`config.mk`:
```
export PLATFORM = sky130hd
export DESIGN_NAME = gmt_norm
export DESIGN_NICKNAME = d
export VERILOG_FILES = /design/src/rtl/gmt_pkg.sv /design/src/rtl/gmt_norm.sv
export SDC_FILE = /design/constraint.sdc
export NUM_CORES = 2
export LEC_CHECK = 0
export BUFFER_PORTS_ARGS = -buffer_cell sky130_fd_sc_hd__buf_2
export CAP_MARGIN = 20
export CORE_MARGIN = 2
export CORE_UTILIZATION = 52
export DETAILED_ROUTE_END_ITERATION = 8
export PLACE_DENSITY_LB_ADDON = 0.08
export SLEW_MARGIN = 40
export SYNTH_ARGS = -nofsm -noshare
export SYNTH_HDL_FRONTEND = slang
export SYNTH_SLANG_ARGS = --single-unit
```
`constraint.sdc`:
```
create_clock -name clk -period 24.8 [get_ports clk]
set_input_delay 1.24 -clock clk [delete_from_list [all_inputs] [get_ports clk]]
set_output_delay 1.24 -clock clk [all_outputs]
set_load 0.05 [all_outputs]
```
`src/rtl/gmt_pkg.sv`:
```
// shared types, constants and state encodings for the grid mesh triangulator
`default_nettype none
package gmt_pkg;
  localparam int COORD_WIDTH    = 16;
  localparam int NORM_WIDTH     = 16;
  localparam int TEX_WIDTH      = 17;
  localparam int POINT_WIDTH    = 3 * COORD_WIDTH;
  localparam int CFG_ADDR_WIDTH = 8;
  localparam int CFG_DATA_WIDTH = 17;
  localparam int SIZE_WIDTH     = 9;
  localparam int DEF_MAX_COLS   = 256;
  localparam int DEF_MAX_ROWS   = 256;

  localparam logic [CFG_ADDR_WIDTH-1:0] REG_GRID_ROWS = 8'd0;
  localparam logic [CFG_ADDR_WIDTH-1:0] REG_GRID_COLS = 8'd1;
  localparam logic [CFG_ADDR_WIDTH-1:0] REG_U_STEP    = 8'd2;
  localparam logic [CFG_ADDR_WIDTH-1:0] REG_V_STEP    = 8'd3;

  localparam logic [SIZE_WIDTH-1:0] GRID_SIZE_RST = 9'd2;
  localparam logic [TEX_WIDTH-1:0]  TEX_ONE       = 17'd65536;
  localparam logic [TEX_WIDTH-1:0]  STEP_RST      = 17'd32768;
  localparam logic [14:0]           NORM_ONE      = 15'd16384;

  typedef struct packed {
    logic signed [COORD_WIDTH-1:0] x;
    logic signed [COORD_WIDTH-1:0] y;
    logic signed [COORD_WIDTH-1:0] z;
  } point_t;

  typedef struct packed {
    logic                          cmd;
    logic signed [COORD_WIDTH-1:0] pos_in_x;
    logic signed [COORD_WIDTH-1:0] pos_in_y;
    logic signed [COORD_WIDTH-1:0] pos_in_z;
  } in_beat_t;

  typedef struct packed {
    logic signed [COORD_WIDTH-1:0] vert_x;
    logic signed [COORD_WIDTH-1:0] vert_y;
    logic signed [COORD_WIDTH-1:0] vert_z;
    logic signed [NORM_WIDTH-1:0]  norm_x;
    logic signed [NORM_WIDTH-1:0]  norm_y;
    logic signed [NORM_WIDTH-1:0]  norm_z;
    logic [TEX_WIDTH-1:0]          tex_u;
    logic [TEX_WIDTH-1:0]          tex_v;
    logic                          last_vertex;
    logic                          grid_done;
    logic                          overflow_error;
  } out_beat_t;

  typedef enum logic [3:0] {
    NS_IDLE, NS_MUL, NS_ABS, NS_SCALE, NS_SQ, NS_SQRT,
    NS_DIV_INIT, NS_DIV, NS_QUOT, NS_DONE
  } norm_state_t;

  typedef enum logic [3:0] {
    TS_IDLE, TS_RD_D, TS_RD_A, TS_CAP_A, TS_N1, TS_N1_WAIT, TS_N2, TS_N2_WAIT,
    TS_EMIT, TS_ERR, TS_WR_PREV, TS_WR_END
  } top_state_t;
endpackage
`default_nettype wire

```
`src/rtl/gmt_norm.sv`:
```
// iterative unit normal: cross product, scale, square root and divide; products and squares share one multiplier
`default_nettype none
module gmt_norm
  import gmt_pkg::*;
(
  input  logic   clk,
  input  logic   rst_n,
  input  logic   start,
  input  point_t a_pt,
  input  point_t b_pt,
  input  point_t c_pt,
  output logic   done,
  output point_t norm
);
  norm_state_t st_r, st_nxt;

  logic signed [COORD_WIDTH:0]   e1_r [3];
  logic signed [COORD_WIDTH:0]   e2_r [3];
  logic [2:0]                    step_r;
  logic [1:0]                    comp_r;
  logic [3:0]                    cnt_r;
  logic signed [63:0]            prod_r, acc_r;
  logic signed [35:0]            cr_r [3];
  logic [35:0]                   mag_r [3];
  logic [2:0]                    neg_r;
  logic [63:0]                   sum_r, s_r, res_r, bit_r;
  logic [31:0]                   len_r, rem_r;
  logic [14:0]                   low_r, quo_r;
  logic signed [NORM_WIDTH-1:0]  norm_r [3];

  logic signed [31:0] mul_a, mul_b;
  logic signed [63:0] prod;
  logic [35:0]        m_max;
  logic [63:0]        rb;
  logic               ge;
  logic [45:0]        num;
  logic [32:0]        t;
  logic [14:0]        q;

  function automatic logic signed [COORD_WIDTH:0] dif(input logic signed [COORD_WIDTH-1:0] p,
                                                      input logic signed [COORD_WIDTH-1:0] o);
    dif = (COORD_WIDTH+1)'(p) - (COORD_WIDTH+1)'(o);
  endfunction

  // operand select for the shared multiplier
  always_comb begin
    mul_a = '0;
    mul_b = '0;
    if (st_r == NS_MUL) begin
      case (step_r)
        3'd0: begin mul_a = 32'(e1_r[1]); mul_b = 32'(e2_r[2]); end
        3'd1: begin mul_a = 32'(e1_r[2]); mul_b = 32'(e2_r[1]); end
        3'd2: begin mul_a = 32'(e1_r[2]); mul_b = 32'(e2_r[0]); end
        3'd3: begin mul_a = 32'(e1_r[0]); mul_b = 32'(e2_r[2]); end
        3'd4: begin mul_a = 32'(e1_r[0]); mul_b = 32'(e2_r[1]); end
        3'd5: begin mul_a = 32'(e1_r[1]); mul_b = 32'(e2_r[0]); end
        default: ;
      endcase
    end else if (st_r == NS_SQ) begin
      case (step_r)
        3'd0: begin mul_a = $signed({1'b0, mag_r[0][30:0]}); mul_b = mul_a; end
        3'd1: begin mul_a = $signed({1'b0, mag_r[1][30:0]}); mul_b = mul_a; end
        3'd2: begin mul_a = $signed({1'b0, mag_r[2][30:0]}); mul_b = mul_a; end
        default: ;
      endcase
    end
  end

  assign prod = mul_a * mul_b;

  always_comb begin
    m_max = mag_r[0];
    if (mag_r[1] > m_max) m_max = mag_r[1];
    if (mag_r[2] > m_max) m_max = mag_r[2];
  end

  assign rb  = res_r + bit_r;
  assign ge  = s_r >= rb;
  assign num = {mag_r[comp_r][30:0], 14'd0} + 46'(len_r >> 1);
  assign t   = {rem_r, low_r[14]};
  assign q   = (quo_r > NORM_ONE) ? NORM_ONE : quo_r;

  always_ff @(posedge clk) begin
    if (!rst_n) begin
      st_r <= NS_IDLE;
    end else begin
      st_r <= st_nxt;
    end
  end

  always_comb begin
    st_nxt = st_r;
    unique case (st_r)
      NS_IDLE:     if (start) st_nxt = NS_MUL;
      NS_MUL:      if (step_r == 3'd6) st_nxt = NS_ABS;
      NS_ABS: begin
        if (cr_r[0] == '0 && cr_r[1] == '0 && cr_r[2] == '0) st_nxt = NS_DONE;
        else st_nxt = NS_SCALE;
      end
      NS_SCALE:    if (m_max[35:31] == '0 && m_max[30]) st_nxt = NS_SQ;
      NS_SQ:       if (step_r == 3'd3) st_nxt = NS_SQRT;
      NS_SQRT:     if (bit_r == 64'd1) st_nxt = NS_DIV_INIT;
      NS_DIV_INIT: st_nxt = NS_DIV;
      NS_DIV:      if (cnt_r == 4'd14) st_nxt = NS_QUOT;
      NS_QUOT:     st_nxt = (comp_r == 2'd2) ? NS_DONE : NS_DIV_INIT;
      NS_DONE:     st_nxt = NS_IDLE;
      default:     st_nxt = NS_IDLE;
    endcase
  end

  assign done = (st_r == NS_DONE);
  assign norm = '{x: norm_r[0], y: norm_r[1], z: norm_r[2]};

  always_ff @(posedge clk) begin
    prod_r <= prod;
    case (st_r)
      NS_IDLE: begin
        if (start) begin
          e1_r[0] <= dif(b_pt.x, a_pt.x);
          e1_r[1] <= dif(b_pt.y, a_pt.y);
          e1_r[2] <= dif(b_pt.z, a_pt.z);
          e2_r[0] <= dif(c_pt.x, a_pt.x);
          e2_r[1] <= dif(c_pt.y, a_pt.y);
          e2_r[2] <= dif(c_pt.z, a_pt.z);
          step_r  <= '0;
        end
      end
      NS_MUL: begin
        step_r <= step_r + 3'd1;
        case (step_r)
          3'd1, 3'd3, 3'd5: acc_r <= prod_r;
          3'd2: cr_r[0] <= 36'(acc_r - prod_r);
          3'd4: cr_r[1] <= 36'(acc_r - prod_r);
          3'd6: cr_r[2] <= 36'(acc_r - prod_r);
          default: ;
        endcase
      end
      NS_ABS: begin
        for (int i = 0; i < 3; i++) begin
          mag_r[i]  <= cr_r[i][35] ? 36'(-cr_r[i]) : 36'(cr_r[i]);
          neg_r[i]  <= cr_r[i][35];
          norm_r[i] <= '0;
        end
        comp_r <= '0;
      end
      NS_SCALE: begin
        // one bit a cycle until the largest magnitude lies in [2^30, 2^31)
        if (m_max[35:31] != '0) begin
          for (int i = 0; i < 3; i++) mag_r[i] <= mag_r[i] >> 1;
        end else if (!m_max[30]) begin
          for (int i = 0; i < 3; i++) mag_r[i] <= mag_r[i] << 1;
        end else begin
          step_r <= '0;
          sum_r  <= '0;
        end
      end
      NS_SQ: begin
        step_r <= step_r + 3'd1;
        if (step_r != 3'd0) sum_r <= sum_r + 64'(prod_r);
        if (step_r == 3'd3) begin
          s_r   <= sum_r + 64'(prod_r);
          res_r <= '0;
          bit_r <= 64'd1 << 62;
        end
      end
      NS_SQRT: begin
        if (ge) begin
          s_r   <= s_r - rb;
          res_r <= (res_r >> 1) + bit_r;
        end else begin
          res_r <= res_r >> 1;
        end
        bit_r <= bit_r >> 2;
        if (bit_r == 64'd1) len_r <= ge ? 32'((res_r >> 1) + bit_r) : 32'(res_r >> 1);
      end
      NS_DIV_INIT: begin
        rem_r <= 32'(num >> 15);
        low_r <= num[14:0];
        quo_r <= '0;
        cnt_r <= '0;
      end
      NS_DIV: begin
        if (t >= {1'b0, len_r}) begin
          rem_r <= 32'(t - {1'b0, len_r});
          quo_r <= {quo_r[13:0], 1'b1};
        end else begin
          rem_r <= t[31:0];
          quo_r <= {quo_r[13:0], 1'b0};
        end
        low_r <= low_r << 1;
        cnt_r <= cnt_r + 4'd1;
      end
      NS_QUOT: begin
        norm_r[comp_r] <= neg_r[comp_r] ? -$signed({1'b0, q}) : $signed({1'b0, q});
        comp_r <= comp_r + 2'd1;
      end
      default: ;
    endcase
  end
endmodule
`default_nettype wire
```
* Yosys cells after proc, flatten, opt, wreduce, memory -nomap -nowiden
Memory sizes are Yosys's and may differ from the RTL's. A register that Yosys moved wholly into a read port is not among the register bits.
Index checks and enable logic that the tools add are counted.
** Storage, ports and cells
- Latch bits :: 0
- Memory bits (writable) :: 366
- Bits in read-only memories :: 0
- Output and inout bits :: 49
- Flip-flop bits (word level) :: 466
- Memories kept :: 5
- Input port bits :: 147
** Cells by class
- Reductions and logical operators :: 34
- Bitwise operators :: 6
- $add $sub $neg :: 20
- Multiplexer cells :: 87
- $mul :: 1
- Shifts and indexed selects :: 0
- Div/mod/pow operators :: 0
- Equal/unequal tests :: 28
- Magnitude comparators :: 6
** Memory list
- cr_r :: words 3, bits a word 36, rd ports 3, clocked after memory_dff 0, wr ports 1, line gmt_norm.sv:23 : logic signed [35:0] cr_r [3];
- mag_r :: words 3, bits a word 36, rd ports 4, clocked after memory_dff 1, wr ports 3, line gmt_norm.sv:24 : logic [35:0] mag_r [3];
- e1_r :: words 3, bits a word 17, rd ports 3, clocked after memory_dff 0, wr ports 3, line gmt_norm.sv:17 : logic signed [COORD_WIDTH:0] e1_r [3];
- e2_r :: words 3, bits a word 17, rd ports 3, clocked after memory_dff 0, wr ports 3, line gmt_norm.sv:18 : logic signed [COORD_WIDTH:0] e2_r [3];
- norm_r :: words 3, bits a word 16, rd ports 3, clocked after memory_dff 0, wr ports 3, line gmt_norm.sv:29 : logic signed [NORM_WIDTH-1:0] norm_r [3];
** Operators by type and width (count)
- 64-bit 2-to-1 mux :: 8
- 64-bit one-hot mux with 2 select lines :: 4
- 36-bit 2-to-1 mux :: 13
- 32-bit one-hot mux with 3 select lines :: 2
- 64-bit adder :: 2
- 32-bit 2-to-1 mux :: 4
- 36-bit zero test :: 3
- 36-bit negation :: 3
- 16-bit by 16-bit subtractor with 17-bit output :: 6
- 31-bit one-hot mux with 3 select lines :: 1
- 36-bit > comparator :: 2
- 36-bit OR reduction :: 2
- 63-bit by 64-bit adder with 64-bit output :: 1
- 64-bit by 1-bit == test with 1-bit output, second input constant :: 1
- 64-bit greater-or-equal comparator :: 1
- 32-bit by 32-bit multiplier with 64-bit output :: 1
- 32-bit one-hot mux with 2 select lines :: 1
- 64-bit subtractor :: 1
- 15-bit one-hot mux with 2 select lines :: 2
- 45-bit by 31-bit adder with 46-bit output :: 1
- 4-bit one-hot mux with 9 select lines :: 1
- 36-bit subtractor :: 1
- 33-bit by 32-bit greater-or-equal comparator with 1-bit output :: 1
- 16-bit 2-to-1 mux :: 2
- other kinds (42) :: 118

* Longest topological paths before layout
An unclocked memory read counts as a cell.
- Word-level depth :: 11
- Gate-level depth with buffers :: 40

* Worst setup path before layout
OpenSTA, ideal clock, no wires.
- Path kind :: register -> register
- Start :: reg step_r[0]
- End :: reg prod_r[63]
- Data required time :: 24.669 ns
- Stages on the path, launching flop included :: 36
- Buffers on the path :: 4
- Path slack :: 14.726 ns
- Period minus slack after synthesis :: 10.074 ns
- Data arrival time :: 9.943 ns
- Path through :: edfxtp_1 inv_1 ha_1 nor2b_1 clkbuf_1 nand2b_1 clkbuf_1 a222oi_1 a211oi_1 clkbuf_1 nor2_1 clkbuf_1 nor2_1 fa_1 fa_1 fa_1 inv_1 fa_1 inv_1 fa_1 fa_1 fa_1 fa_1 ha_1 a21o_1 a21o_1 a2111oi_0 o41ai_1 a41oi_1 o41ai_1 a311oi_1 o31ai_1 a41oi_1 a211oi_1 a2111oi_0 nor3_1
** Between the ends
- Word-level cells in the longest chain between the ends :: 5
** RTL lines
- start, declared :: line gmt_norm.sv:19 : logic [2:0] step_r;
- start signal, assigned :: line gmt_norm.sv:129 : step_r <= step_r + 3'd1;
- start signal, assigned :: line gmt_norm.sv:158 : step_r <= step_r + 3'd1;
- 3-bit by 2-bit == test with 1-bit output, or another cell as far along :: line gmt_norm.sv:50, gmt_norm.sv:60
- 31-bit one-hot mux with 3 select lines / 2-bit OR reduction (equally long branches)
- 31-bit 2-to-1 mux / 32-bit one-hot mux with 3 select lines (equally long branches) :: line gmt_norm.sv:59, gmt_norm.sv:50
- 32-bit 2-to-1 mux :: line gmt_norm.sv:49 : if (st_r == NS_MUL) begin
- 32-bit by 32-bit multiplier with 64-bit output * :: line gmt_norm.sv:69 : assign prod = mul_a * mul_b;
- named net prod[63] :: line gmt_norm.sv:32 : logic signed [63:0] prod;
- end signal, assigned :: line gmt_norm.sv:115 : prod_r <= prod;
- end, declared :: line gmt_norm.sv:22 : logic signed [63:0] prod_r, acc_r;
The timed path passes the listed nets; every way through them passes the cells marked *.
A chain may end at the register's enable or synchronous reset.

* Worst setup path after layout
Ends and elaborated chain as after synthesis.

==> flow_metrics.env <==
export IMPL_synth_net_count=11500
export IMPL_avgSynthCellArea_sq_um=9.39
export IMPL_dpl_cell_area_sq_um=94700
export IMPL_power_mw=14.9
export IMPL_io_pins=196
export IMPL_grt_first_pass_wirelength_um=445000
export IMPL_clk_latency_ns=0.76
export IMPL_crit_required_ns=25.36
export IMPL_power_density_nw_per_um2=152
export IMPL_setup_viol=0
export IMPL_start_kind="register"
export IMPL_avgRoutedWirePerCell_um=24.2
export IMPL_cts_tree="built"
export IMPL_min_period_ns=12.43
export IMPL_crit_path_top_delay_cell="a311oi_1"
export IMPL_syn_cell_area_sq_um=90700
export IMPL_hpwl_um=233000
export IMPL_finish_utilization_pct=56.5
export IMPL_htree_levels=3
export IMPL_gp_congestion=1.01
export IMPL_grt_start_max_net_pins=86
export IMPL_die_h_um=422
export IMPL_core_area_sq_um=174000
export IMPL_cts_resized=0
export IMPL_tns_ns=0
export IMPL_leakage_nw=44.1
export IMPL_grt_antenna_before_repair=23
export IMPL_path_common_cell="fa_1"
export IMPL_ys_seq_area_share_pct=25.8
export IMPL_areaGrowthSynthToFinish_pct=8.07
export IMPL_wirelength_um=294000
export IMPL_start_util_pct=52.2
export IMPL_final_common_cell="inv_1"
export IMPL_arrival_ns=12.99
export IMPL_worst_pin_slew_ns=1.01
export IMPL_grt_pass1_vias=72100
export IMPL_pre_cts_ws_ns=12.56
export IMPL_dieArea_sq_um=178000
export IMPL_drt_pass1_iterations=6
export IMPL_min_path_type="register to register"
export IMPL_cts_buffers=93
export IMPL_critPathKind="register to register"
export IMPL_drt_iter0_markers=6935
export IMPL_drive_above_1_share_pct=7.40
export IMPL_ant_nets=0
export IMPL_fmax_mhz=80.4
export IMPL_post_cts_buffers=0
export IMPL_ys_seq_elements=802
export IMPL_slew_headroom_pct=32.7
export IMPL_ys_warn_count=0
export IMPL_rsz0062_at_grt="false"
export IMPL_yosysUniqueCellTypes=84
export IMPL_drc=0
export IMPL_io_buffer_count=195
export IMPL_die_w_um=422
export IMPL_grt_use_total_pct=33.1
export IMPL_synth_edf_count=732
export IMPL_vias_per_cell=5.86
export IMPL_cts_hold_buf=0
export IMPL_async_reset_ff_share_pct=0
export IMPL_row_count=153
export IMPL_ir_drop_uv=170
export IMPL_cap_violations=0
export IMPL_synthCells=9660
export IMPL_cts_root_buffer="clkbuf_16"
export IMPL_nNetsFinal=11600
export IMPL_hold_violations=0
export IMPL_end_kind="register"
export IMPL_grt_overflow_total=0
export IMPL_fin_area_sq_um=98000
export IMPL_setup_ws_ns=12.37
export IMPL_cts_clk_slew_worst_paths_ns=0.06
export IMPL_report_final_slew_viol_count=0
export IMPL_final_cell_mix="inv_1 (1424), fa_1 (1089), nor2_1 (1075)"
export IMPL_fin_skew_ns=0.0694
export IMPL_dr_total_vias=71200
export IMPL_ys_flop_type="edfxtp_1"
export IMPL_crit_path_max_fanout=28
export IMPL_clockBufferDepth=3
export IMPL_cpPeakStageDelay_ns=0.64
export IMPL_period_share_pct=50.1
export IMPL_cts_sink_count=802
export IMPL_status="finished clean"
## cell families after synthesis
group	Yosys count	share of synthesized area, %
DFF	802	25.8
xor gates and xnor gates	541	5.22
and+or+nand+nor	2832	13.7
AOI/OAI and AO/OA	1676	11.6
adders and majority gates	1735	33.0
buffers and inverters	1779	7.37
muxes	295	3.39
## power breakdown
part	leakage (nW)	total (mW)	internal (mW)	switching, mW
sequential	7.35	2.32	2.06	0.253
combinational	35.2	11.2	3.98	7.19
clock	1.54	1.46	0.829	0.629
## state kept, by name, indices dropped and copies added (netlist names), 36 cells and up, named ones only
signal / count
e1_r: 51
prod_r: 64
sum_r: 64
acc_r: 36
e2_r: 51
mag_r: 108
s_r: 64
cr_r: 108
norm_r: 48
res_r: 64
## area by class of cell
type | count | area, sq um
clock inverters | 71 | 796
clock buffers | 103 | 2420
flip-flops and latches | 802 | 23400
fillers | 15500 | 75600
multi-input cells | 7079 | 61100
well taps | 2325 | 2910
diodes | 16 | 40.0
inverters | 1426 | 5350
repair buffers | 324 | 2050
## through the flow
| step | hold WS [ns] | cells |
|---|---|---|
| after floorplan | 0.424 | 9660 |
| after global placement | 0.479 | 11900 |
| after detailed placement | 0.477 | 12000 |
| after CTS | 0.489 | 12100 |
| after global routing | 0.497 | 12100 |
| final | 0.482 | 12100 |
## synth_stat cells, types with 192 or more instances
library cell / count / area [sq um]
a21o_1: 192 / 1440
a21oi_1: 435 / 2180
clkbuf_1: 319 / 1200
edfxtp_1: 732 / 22000
fa_1: 1090 / 21800
ha_1: 645 / 8070
inv_1: 1425 / 5350
mux2i_1: 207 / 2070
nand2_1: 963 / 3610
nor2_1: 1100 / 4130
o21ai_0: 435 / 2180
xnor2_1: 335 / 2930
xor2_1: 206 / 1800
## worst paths after layout
| path | cells past startpoint | slack [ns] | from | to |
|---|---|---|---|---|
| setup reg to reg | 35 | 12.37 | step_r[0]$_SDFFCE_PN0P_ | prod_r[63]$_DFF_P_ |
| hold reg to reg | 0 | 0.48 | prod_r[31]$_DFF_P_ | acc_r[31]$_DFFE_PP_ |
| hold / removal | 0 | 0.48 | prod_r[31]$_DFF_P_ | acc_r[31]$_DFFE_PP_ |
| setup / recovery | 35 | 12.37 | step_r[0]$_SDFFCE_PN0P_ | prod_r[63]$_DFF_P_ |
## metal layers
metal  up-vias  track usage [%]  share of wire, %
met1     35200             43.8                41
met3       604             9.61                11
li1      32200                -                 -
met2      3178             50.1                43
met5         -            0.403             0.032
met4        14             15.7               5.6
## critical path: cells and delay by family, from the launching register on
family	cells	cell delay, ns
compound gates	12	4.02
fa+ha+maj	10	4.20
buf+inv	7	1.64
simple gates	6	1.92
flops	1	0.44
(Power assumes the default switching activity.)
